[src/rtl/core/gnbm_pkg.sv]
// gnbm_pkg: shared types, codes and constants of the nearest box label matcher
// used by gnbm_dist and the top level greedy_nearest_box_label_match_core

package gnbm_pkg;

    // table capacity default and field widths
    localparam int MAX_BOXES_DEF = 64;
    localparam int IDX_MAX_W     = 8;
    localparam int COORD_W       = 12;
    localparam int LABEL_W       = 16;
    localparam int PIX_W         = 16;
    localparam int DIM_W         = 13;
    localparam int ABS_W         = 17;
    localparam int SQ_W          = 2 * ABS_W;
    localparam int DIST_W        = SQ_W + 1;
    localparam int OUT_IDX_W     = 6;
    localparam int ENTRY_W       = LABEL_W + 2 * COORD_W;

    // stream payload widths
    localparam int S_TDATA_W = 104;
    localparam int S_TUSER_W = 2;
    localparam int M_TDATA_W = 24;
    localparam int CFG_ADDR_W = 1;

    // configuration register indexes
    localparam logic [CFG_ADDR_W-1:0] REG_IMAGE_WIDTH  = 1'd0;
    localparam logic [CFG_ADDR_W-1:0] REG_IMAGE_HEIGHT = 1'd1;

    localparam logic [DIM_W-1:0] IMAGE_WIDTH_RST  = 13'd640;
    localparam logic [DIM_W-1:0] IMAGE_HEIGHT_RST = 13'd480;

    // request kinds
    typedef enum logic [1:0] {
        REQ_CLEAR = 2'd0,
        REQ_LOAD  = 2'd1,
        REQ_QUERY = 2'd2
    } req_t;

    // query sequencer states
    typedef enum logic [1:0] {
        ST_IDLE,
        ST_SCAN,
        ST_DRAIN,
        ST_DONE
    } state_t;

    // tag that travels with each table entry through the distance pipeline
    typedef struct packed {
        logic               live;
        logic               cand;
        logic [LABEL_W-1:0] label;
    } dist_tag_t;

endpackage

[src/rtl/core/greedy_nearest_box_label_match_core.sv]
// greedy_nearest_box_label_match_core: top level, request decode, scan sequencer,
// used marks and best tracker; depends on gnbm_pkg, gnbm_ram and gnbm_dist
//
// A clear transfer empties the box table, a load transfer appends one box (ignored
// once MAX_BOXES boxes are held), and a query transfer returns one result: the
// nearest unused box center, which is then marked used until the next clear, or
// no match. A query that is out of the image, not in front, or meets an empty table
// goes straight to the result state; otherwise the scan reads the box table through
// its single read port, one entry per cycle, into a three stage distance pipeline,
// which then drains before the result is registered.
// The next transfer is taken while a result still waits on m_tready.
// Box centers are computed at load time and stored in the table.

module greedy_nearest_box_label_match_core import gnbm_pkg::*; #(
    parameter int MAX_BOXES = MAX_BOXES_DEF
) (
    input  logic                  aclk,
    input  logic                  aresetn,
    // configuration write port
    input  logic                  cfg_we,
    input  logic [CFG_ADDR_W-1:0] cfg_addr,
    input  logic [DIM_W-1:0]      cfg_wdata,
    // request stream
    input  logic                  s_tvalid,
    output logic                  s_tready,
    // box_min_x[11:0], box_max_x[23:12], box_min_y[35:24], box_max_y[47:36],
    // box_label[63:48], pixel_x[79:64], pixel_y[95:80], in_front[96], zero pad
    input  logic [S_TDATA_W-1:0]  s_tdata,
    // req_type[1:0]
    input  logic [S_TUSER_W-1:0]  s_tuser,
    // result stream
    output logic                  m_tvalid,
    input  logic                  m_tready,
    // matched[0], label[16:1], box_index[22:17], zero pad
    output logic [M_TDATA_W-1:0]  m_tdata
);

    localparam int AW = (MAX_BOXES > 1) ? $clog2(MAX_BOXES) : 1;
    localparam int CW = $clog2(MAX_BOXES + 1);

    state_t                   state_reg;
    state_t                   state_next;
    logic [DIM_W-1:0]         width_reg;
    logic [DIM_W-1:0]         height_reg;
    logic [CW-1:0]            count_reg;
    logic [MAX_BOXES-1:0]     used_reg;
    logic [AW-1:0]            scan_idx_reg;
    logic signed [PIX_W-1:0]  px_reg;
    logic signed [PIX_W-1:0]  py_reg;
    logic                     rd_live_reg;
    logic                     rd_cand_reg;
    logic [AW-1:0]            rd_idx_reg;
    logic                     best_found_reg;
    logic [DIST_W-1:0]        best_dist_reg;
    logic [AW-1:0]            best_idx_reg;
    logic [LABEL_W-1:0]       best_label_reg;
    logic                     m_valid_reg;
    logic [M_TDATA_W-1:0]     m_data_reg;

    req_t                     req;
    logic                     s_fire;
    logic                     in_bounds;
    logic                     in_front;
    logic signed [PIX_W-1:0]  pixel_x;
    logic signed [PIX_W-1:0]  pixel_y;
    logic                     query_go;
    logic                     query_nogo;
    logic                     room;
    logic                     load_fire;
    logic                     clear_fire;
    logic                     out_free;
    logic                     done_fire;
    logic                     scan_last;
    logic [COORD_W:0]         sum_x;
    logic [COORD_W:0]         sum_y;
    logic [ENTRY_W-1:0]       ram_wdata;
    logic [ENTRY_W-1:0]       ram_rdata;
    dist_tag_t                rd_tag;
    dist_tag_t                dist_tag;
    logic [AW-1:0]            dist_idx;
    logic [DIST_W-1:0]        cand_dist;
    logic                     dist_busy;
    logic                     better;
    logic [IDX_MAX_W-1:0]     idx_ext;

    // request decode and bounds check
    always_comb begin
        req        = req_t'(s_tuser);
        s_fire     = s_tvalid && s_tready;
        pixel_x    = $signed(s_tdata[79:64]);
        pixel_y    = $signed(s_tdata[95:80]);
        in_front   = s_tdata[96];
        in_bounds  = !pixel_x[PIX_W-1] && !pixel_y[PIX_W-1]
                     && ({2'b00, pixel_x[PIX_W-2:0]} < {width_reg, 4'b0000})
                     && ({2'b00, pixel_y[PIX_W-2:0]} < {height_reg, 4'b0000});
        room       = count_reg < CW'(MAX_BOXES);
        clear_fire = s_fire && (req == REQ_CLEAR);
        load_fire  = s_fire && (req == REQ_LOAD) && room;
        query_go   = s_fire && (req == REQ_QUERY) && in_front && in_bounds
                     && (count_reg != '0);
        query_nogo = s_fire && (req == REQ_QUERY) && !query_go;
        out_free   = !m_valid_reg || m_tready;
        scan_last  = CW'(scan_idx_reg) == (count_reg - CW'(1));
    end

    // next state
    always_comb begin
        state_next = state_reg;
        unique case (state_reg)
            ST_IDLE: begin
                if (query_go) begin
                    state_next = ST_SCAN;
                end else if (query_nogo) begin
                    state_next = ST_DONE;
                end
            end
            ST_SCAN: begin
                if (scan_last) begin
                    state_next = ST_DRAIN;
                end
            end
            ST_DRAIN: begin
                if (!rd_live_reg && !dist_busy) begin
                    state_next = ST_DONE;
                end
            end
            ST_DONE: begin
                if (out_free) begin
                    state_next = ST_IDLE;
                end
            end
            default: state_next = ST_IDLE;
        endcase
    end

    // state outputs
    always_comb begin
        s_tready  = 1'b0;
        done_fire = 1'b0;
        unique case (state_reg)
            ST_IDLE:  s_tready  = 1'b1;
            ST_SCAN:  s_tready  = 1'b0;
            ST_DRAIN: s_tready  = 1'b0;
            ST_DONE:  done_fire = out_free;
            default: begin
                s_tready  = 1'b0;
                done_fire = 1'b0;
            end
        endcase
    end

    always_ff @(posedge aclk) begin
        if (!aresetn) begin
            state_reg <= ST_IDLE;
        end else begin
            state_reg <= state_next;
        end
    end

    // configuration registers
    always_ff @(posedge aclk) begin
        if (!aresetn) begin
            width_reg  <= IMAGE_WIDTH_RST;
            height_reg <= IMAGE_HEIGHT_RST;
        end else if (cfg_we) begin
            case (cfg_addr)
                REG_IMAGE_WIDTH:  width_reg  <= cfg_wdata;
                REG_IMAGE_HEIGHT: height_reg <= cfg_wdata;
                default: ;
            endcase
        end
    end

    // box count and used marks
    always_ff @(posedge aclk) begin
        if (!aresetn) begin
            count_reg <= '0;
            used_reg  <= '0;
        end else begin
            if (clear_fire) begin
                count_reg <= '0;
                used_reg  <= '0;
            end else if (load_fire) begin
                count_reg <= count_reg + CW'(1);
                used_reg[count_reg[AW-1:0]] <= 1'b0;
            end else if (done_fire && best_found_reg) begin
                used_reg[best_idx_reg] <= 1'b1;
            end
        end
    end

    // box table holds centers and label, written at load
    always_comb begin
        sum_x     = {1'b0, s_tdata[11:0]} + {1'b0, s_tdata[23:12]};
        sum_y     = {1'b0, s_tdata[35:24]} + {1'b0, s_tdata[47:36]};
        ram_wdata = {s_tdata[63:48], sum_y[COORD_W:1], sum_x[COORD_W:1]};
    end

    gnbm_ram #(
        .WIDTH (ENTRY_W),
        .DEPTH (MAX_BOXES)
    ) u_table (
        .aclk  (aclk),
        .we    (load_fire),
        .waddr (count_reg[AW-1:0]),
        .wdata (ram_wdata),
        .raddr (scan_idx_reg),
        .rdata (ram_rdata)
    );

    // scan address and query point
    always_ff @(posedge aclk) begin
        if (query_go) begin
            scan_idx_reg <= '0;
            px_reg       <= pixel_x;
            py_reg       <= pixel_y;
        end else if (state_reg == ST_SCAN) begin
            scan_idx_reg <= scan_idx_reg + AW'(1);
        end
        rd_cand_reg <= !used_reg[scan_idx_reg];
        rd_idx_reg  <= scan_idx_reg;
    end

    // read slot occupancy, aligned with table read data
    always_ff @(posedge aclk) begin
        if (!aresetn) begin
            rd_live_reg <= 1'b0;
        end else begin
            rd_live_reg <= (state_reg == ST_SCAN);
        end
    end

    always_comb begin
        rd_tag.live  = rd_live_reg;
        rd_tag.cand  = rd_cand_reg;
        rd_tag.label = ram_rdata[ENTRY_W-1 -: LABEL_W];
    end

    gnbm_dist #(
        .AW (AW)
    ) u_dist (
        .aclk     (aclk),
        .aresetn  (aresetn),
        .cx       (ram_rdata[COORD_W-1:0]),
        .cy       (ram_rdata[2*COORD_W-1:COORD_W]),
        .px       (px_reg),
        .py       (py_reg),
        .in_tag   (rd_tag),
        .in_idx   (rd_idx_reg),
        .out_tag  (dist_tag),
        .out_idx  (dist_idx),
        .out_dist (cand_dist),
        .busy     (dist_busy)
    );

    // best candidate, strict less-than keeps the lowest index on a tie
    assign better = dist_tag.live && dist_tag.cand
                    && (!best_found_reg || (cand_dist < best_dist_reg));

    always_ff @(posedge aclk) begin
        if (!aresetn) begin
            best_found_reg <= 1'b0;
        end else if (s_fire && (req == REQ_QUERY)) begin
            best_found_reg <= 1'b0;
        end else if (better) begin
            best_found_reg <= 1'b1;
        end
    end

    always_ff @(posedge aclk) begin
        if (better) begin
            best_dist_reg  <= cand_dist;
            best_idx_reg   <= dist_idx;
            best_label_reg <= dist_tag.label;
        end
    end

    // result register
    assign idx_ext = IDX_MAX_W'(best_idx_reg);

    always_ff @(posedge aclk) begin
        if (!aresetn) begin
            m_valid_reg <= 1'b0;
        end else if (done_fire) begin
            m_valid_reg <= 1'b1;
        end else if (m_tready) begin
            m_valid_reg <= 1'b0;
        end
    end

    always_ff @(posedge aclk) begin
        if (done_fire) begin
            if (best_found_reg) begin
                m_data_reg <= {1'b0, idx_ext[OUT_IDX_W-1:0], best_label_reg, 1'b1};
            end else begin
                m_data_reg <= '0;
            end
        end
    end

    assign m_tvalid = m_valid_reg;
    assign m_tdata  = m_data_reg;

    // scan never reads past the loaded boxes
    a_scan_in_range: assert property (@(posedge aclk) disable iff (!aresetn)
        (state_reg == ST_SCAN) |-> (CW'(scan_idx_reg) < count_reg))
        else $error("scan address beyond box count");

    // the distance pipeline is empty whenever a new transfer can be taken
    a_idle_empty: assert property (@(posedge aclk) disable iff (!aresetn)
        (state_reg == ST_IDLE) |-> (!rd_live_reg && !dist_busy))
        else $error("distance pipeline busy while idle");

    // a chosen box is a loaded, unused one
    a_best_valid: assert property (@(posedge aclk) disable iff (!aresetn)
        (state_reg == ST_DONE && best_found_reg)
        |-> ((CW'(best_idx_reg) < count_reg) && !used_reg[best_idx_reg]))
        else $error("chosen box not loaded or already used");

    // an assigned box is marked used once the result is registered
    a_mark_used: assert property (@(posedge aclk) disable iff (!aresetn)
        (done_fire && best_found_reg) |=> used_reg[$past(best_idx_reg)])
        else $error("assigned box not marked used");

endmodule

[src/rtl/core/gnbm_ram.sv]
// gnbm_ram: generic simple dual port ram, one write and one registered read port
// no dependencies

module gnbm_ram #(
    parameter int WIDTH = 8,
    parameter int DEPTH = 64,
    localparam int AW = (DEPTH > 1) ? $clog2(DEPTH) : 1
) (
    input  logic                     aclk,
    input  logic                     we,
    input  logic [AW-1:0]            waddr,
    input  logic [WIDTH-1:0]         wdata,
    input  logic [AW-1:0]            raddr,
    output logic [WIDTH-1:0]         rdata
);

    logic [WIDTH-1:0] mem [DEPTH];

    // write port and registered read
    always_ff @(posedge aclk) begin
        if (we) begin
            mem[waddr] <= wdata;
        end
        rdata <= mem[raddr];
    end

endmodule

[src/rtl/core/gnbm_dist.sv]
// gnbm_dist: three stage squared distance pipeline, center to query point
// depends on gnbm_pkg

module gnbm_dist import gnbm_pkg::*; #(
    parameter int AW = 6
) (
    input  logic                     aclk,
    input  logic                     aresetn,
    input  logic [COORD_W-1:0]       cx,
    input  logic [COORD_W-1:0]       cy,
    input  logic signed [PIX_W-1:0]  px,
    input  logic signed [PIX_W-1:0]  py,
    input  dist_tag_t                in_tag,
    input  logic [AW-1:0]            in_idx,
    output dist_tag_t                out_tag,
    output logic [AW-1:0]            out_idx,
    output logic [DIST_W-1:0]        out_dist,
    output logic                     busy
);

    logic signed [ABS_W:0] dx;
    logic signed [ABS_W:0] dy;
    logic [ABS_W-1:0]      ax_reg;
    logic [ABS_W-1:0]      ay_reg;
    logic [SQ_W-1:0]       sqx_reg;
    logic [SQ_W-1:0]       sqy_reg;
    dist_tag_t             tag1_reg;
    dist_tag_t             tag2_reg;
    dist_tag_t             tag3_reg;
    logic [AW-1:0]         idx1_reg;
    logic [AW-1:0]         idx2_reg;
    logic [AW-1:0]         idx3_reg;
    logic [DIST_W-1:0]     dist_reg;

    // center in q.4 minus point, both axes
    always_comb begin
        dx = $signed({2'b00, cx, 4'b0000}) - $signed({{2{px[PIX_W-1]}}, px});
        dy = $signed({2'b00, cy, 4'b0000}) - $signed({{2{py[PIX_W-1]}}, py});
    end

    // stage payload (magnitude, square, sum) and stage occupancy
    always_ff @(posedge aclk) begin
        ax_reg   <= dx[ABS_W] ? ABS_W'(-dx) : ABS_W'(dx);
        ay_reg   <= dy[ABS_W] ? ABS_W'(-dy) : ABS_W'(dy);
        sqx_reg  <= ax_reg * ax_reg;
        sqy_reg  <= ay_reg * ay_reg;
        dist_reg <= DIST_W'(sqx_reg) + DIST_W'(sqy_reg);
        tag1_reg.cand  <= in_tag.cand;
        tag1_reg.label <= in_tag.label;
        tag2_reg.cand  <= tag1_reg.cand;
        tag2_reg.label <= tag1_reg.label;
        tag3_reg.cand  <= tag2_reg.cand;
        tag3_reg.label <= tag2_reg.label;
        idx1_reg <= in_idx;
        idx2_reg <= idx1_reg;
        idx3_reg <= idx2_reg;
        if (!aresetn) begin
            tag1_reg.live <= 1'b0;
            tag2_reg.live <= 1'b0;
            tag3_reg.live <= 1'b0;
        end else begin
            tag1_reg.live <= in_tag.live;
            tag2_reg.live <= tag1_reg.live;
            tag3_reg.live <= tag2_reg.live;
        end
    end

    assign out_tag  = tag3_reg;
    assign out_idx  = idx3_reg;
    assign out_dist = dist_reg;
    assign busy     = tag1_reg.live | tag2_reg.live | tag3_reg.live;

endmodule

[config.mk]
export PLATFORM = sky130hd
export DESIGN_NAME = greedy_nearest_box_label_match_core
export DESIGN_NICKNAME = d
export VERILOG_FILES = /design/src/rtl/core/gnbm_pkg.sv /design/src/rtl/core/greedy_nearest_box_label_match_core.sv /design/src/rtl/core/gnbm_ram.sv /design/src/rtl/core/gnbm_dist.sv
export SDC_FILE = /design/constraint.sdc
export NUM_CORES = 2
export LEC_CHECK = 0
export BUFFER_PORTS_ARGS = -buffer_cell sky130_fd_sc_hd__buf_2
export CORE_MARGIN = 10
export CORE_UTILIZATION = 55
export DETAILED_ROUTE_END_ITERATION = 10
export PLACE_DENSITY = 0.71
export SETUP_SLACK_MARGIN = 0.3
export SKIP_LAST_GASP = 1
export SYNTH_ARGS = -nofsm -noshare
export SYNTH_HDL_FRONTEND = slang
export SYNTH_HIERARCHICAL = 1
export SYNTH_SLANG_ARGS = --single-unit
[constraint.sdc]
create_clock -name aclk -period 8.8 [get_ports aclk]
set_clock_uncertainty 0.15 [all_clocks]
set_input_delay 0.44 -clock aclk [delete_from_list [all_inputs] [get_ports aclk]]
set_output_delay 0.44 -clock aclk [all_outputs]
set_load 0.02 [all_outputs]
==> flow_metrics.tcl <==
set metrics [dict create \
    holdPathStages 1 \
    postCtsSetupBuffers 0 \
    vias 72754 \
    port_buffers 142 \
    die_x_um 512 \
    grt_first_pass_wirelength_um 488000 \
    max_slew_margin_pct 14.0 \
    die_h_um 512 \
    numCtsBuffers 317 \
    regToRegEndpoint "u_dist/sqx_reg[32]" \
    largest_reg_flops 2560 \
    clockBufferDepth 4 \
    wl_per_cell_um 28.4 \
    synth_top_area_cell "edfxtp_1" \
    criticalPathCategory "flop to flop" \
    grt_max_degree 135 \
    first_global_vias 74703 \
    synth-seq-cells 3034 \
    row_count 180 \
    reg2reg_from "u_dist/ax_reg[5]" \
    dieArea_mm2 0.262 \
    status "finished clean" \
    syn_inst 7863 \
    hold_violations 0 \
    maxCapViolCount 0 \
    layout_common_cells "2672 x edfxtp_1, 667 x inv_1, 613 x mux4_2" \
    max_stage_delay_ps 960 \
    worstRegToRegCells 17 \
    whs_endpoint "u_table/mem[42][36]" \
    worstSkewPairLatency_ps 970 \
    drt_first_pass_iters 6 \
    cp-end-kind "flop" \
    overflow 0 \
    dp_hpwl_um 191000 \
    layout_commonest_cell "edfxtp_1" \
    fin_crit_ps 7090 \
    crit_path_frequent_cell "fa_1" \
    root_buffer "clkbuf_16" \
    fin_cells 11626 \
    cp_slowest_cell "dfxtp_1" \
    syn-cell-area_mm2 0.133 \
    coreArea_mm2 0.241 \
    wirelength_um 330000 \
    synth-edff-count 2672 \
    rsz0062_at_grt "false" \
    seq_area_frac_synth_pct 65.6 \
    async_flop_share_pct 0 \
    num-nets-final 9088 \
    synth_area_leaders "edfxtp_1 60%, mux4_2 10%, fa_1 5.8%" \
    h-tree-depth 5 \
    cts_tree "yes" \
    grt_usage_pct 24.9 \
    hp-start "s_tdata[60]" \
    ys_warn_count 6 \
    ys.flop_type "edfxtp_1" \
    route.detailed.drc 0 \
    required_ps 9370 \
    fin_setup_tns_ps 0 \
    cts_hold_buf 68 \
    post_cts_resized 0 \
    ant_nets 0 \
    min_path_type "primary input to flop" \
    clk_pin_slew_ps 60 \
    finalCritPeriodShare_pct 80.6 \
    drive_gt1_share_pct 18.3 \
    area.growth.synth_to_final_pct 11.8 \
    syn_area_per_cell_um2 17.0 \
    setup_viol 0 \
    path_cells "nand2_1 -> fa_1 -> inv_1 -> fa_1 -> fa_1 -> fa_1 -> fa_1 -> inv_1 -> fa_1 -> inv_1 -> ha_1 -> nand3_1 -> or2_2 -> a211oi_1 -> o21ai_0 -> o311ai_0 -> nand3_1" \
    crit_fanout 18 \
    clock-sinks 3034 \
    dp.cells 11012 \
    r2r_slack_ps 1710 \
    hold_ws_ps 87.7 \
    synth_fp_nets 8737 \
    post_drt_via_cell_ratio 6.26 \
    start_util_pct 55.3 \
    gp_congestion 0.866 \
    yosysTopAreaCellShare_pct 60.2 \
    max_freq_mhz 141 \
    antenna_found_initial 15 \
    drtIter0Drc 8512 \
    cp.arrival_ps 7660 \
    finalMaxSlewViolations 0 \
    pin_count 151 \
    start_kind "flop" \
    ys_types 94 \
    worstMarginPinSlew_ps 1290 \
]
==> kinds of logic after synthesis <==
kind of cell    count (synthesis)  synth area share [%]
mux                           793                  11.9
simple gates                 1121                  4.12
fa+ha+maj                     749                  9.20
xor+xnor                      182                  1.21
flops                        3034                  65.6
buf+inv                      1011                  3.13
compound gates                972                  4.77
other cells                     1               0.00281
==> critical path, delay by kind of cell, from the launching register on <==
family	cells	cell delay (ps)
simple gates	4	990
flops	1	960
fa+ha+maj	7	3590
compound gates	3	1090
buf+inv	3	140
==> how the worst max path moves through the flow <==
stage                      start                  to  slack (ps)  depth (start not counted)
5_1_grt        u_dist/ax_reg[11]  u_dist/sqx_reg[32]        1210                         17
3_5_place_dp    u_dist/ax_reg[5]  u_dist/sqx_reg[32]        1810                         17
3_3_place_gp    u_dist/ax_reg[5]  u_dist/sqx_reg[32]        1830                         17
4_1_cts         u_dist/ax_reg[5]  u_dist/sqx_reg[32]        1760                         17
2_1_floorplan   u_dist/ax_reg[2]  u_dist/sqx_reg[33]        2580                         18
6_report        u_dist/ax_reg[5]  u_dist/sqx_reg[32]        1710                         17
==> cell type report <==
class / count / area [um2]
inverters: 674 / 2530
flip-flops and latches: 3034 / 87500
clock inverters: 135 / 1160
repair buffers: 369 / 2710
fillers: 16764 / 92000
multi-input cells: 3818 / 42500
well taps: 3185 / 3990
clock buffers: 408 / 8650
diodes: 3 / 7.51
==> through the flow <==
stage | instance area (um2) | utilization [%] | setup slack, ps
finish | 149000 | 61.8 | 1710
floorplan | 133000 | - | 2580
detailed placement | 139000 | 57.5 | 1810
global route | 149000 | 61.8 | 1210
CTS | 149000 | 61.8 | 1760
global placement | 139000 | 57.5 | 1830
==> synth_stat cells (20+ instances only) <==
| cell | number |
|---|---|
| o21ai_0 | 89 |
| mux4_2 | 613 |
| buf_2 | 84 |
| o22ai_1 | 145 |
| dfxtp_1 | 362 |
| nand4_1 | 22 |
| xnor2_1 | 137 |
| ha_1 | 363 |
| o22a_1 | 27 |
| buf_1 | 27 |
| fa_1 | 386 |
| a22oi_1 | 20 |
| buf_4 | 52 |
| nor2b_1 | 50 |
| o21ai_1 | 76 |
| o221ai_1 | 44 |
| inv_1 | 669 |
| and2_1 | 148 |
| o21a_1 | 43 |
| and3_1 | 28 |
| clkbuf_1 | 163 |
| or3_1 | 21 |
| edfxtp_1 | 2672 |
| nor3_1 | 51 |
| nand2_1 | 363 |
| mux2i_1 | 122 |
| nand3_1 | 52 |
| a21oi_1 | 262 |
| nand2b_1 | 49 |
| mux2_2 | 41 |
| xor2_1 | 43 |
| a21o_1 | 57 |
| nor2_1 | 237 |
| a21boi_1 | 20 |
| a221oi_1 | 39 |
| a211oi_1 | 25 |
| nor4_1 | 40 |
==> per-layer routing <==
layer / GRT usage (%) / vias up / share of wire (%)
met1: 33.5 / 37706 / 38
met5: 0 / - / 0.0024
met4: 9.68 / 2 / 4.4
met2: 40.8 / 3687 / 49
met3: 4.30 / 672 / 8.8
li1: - / 30687 / -
Power is not shown: default switching activity piles up to over one toggle a cycle in this logic, so the estimate is an artifact.
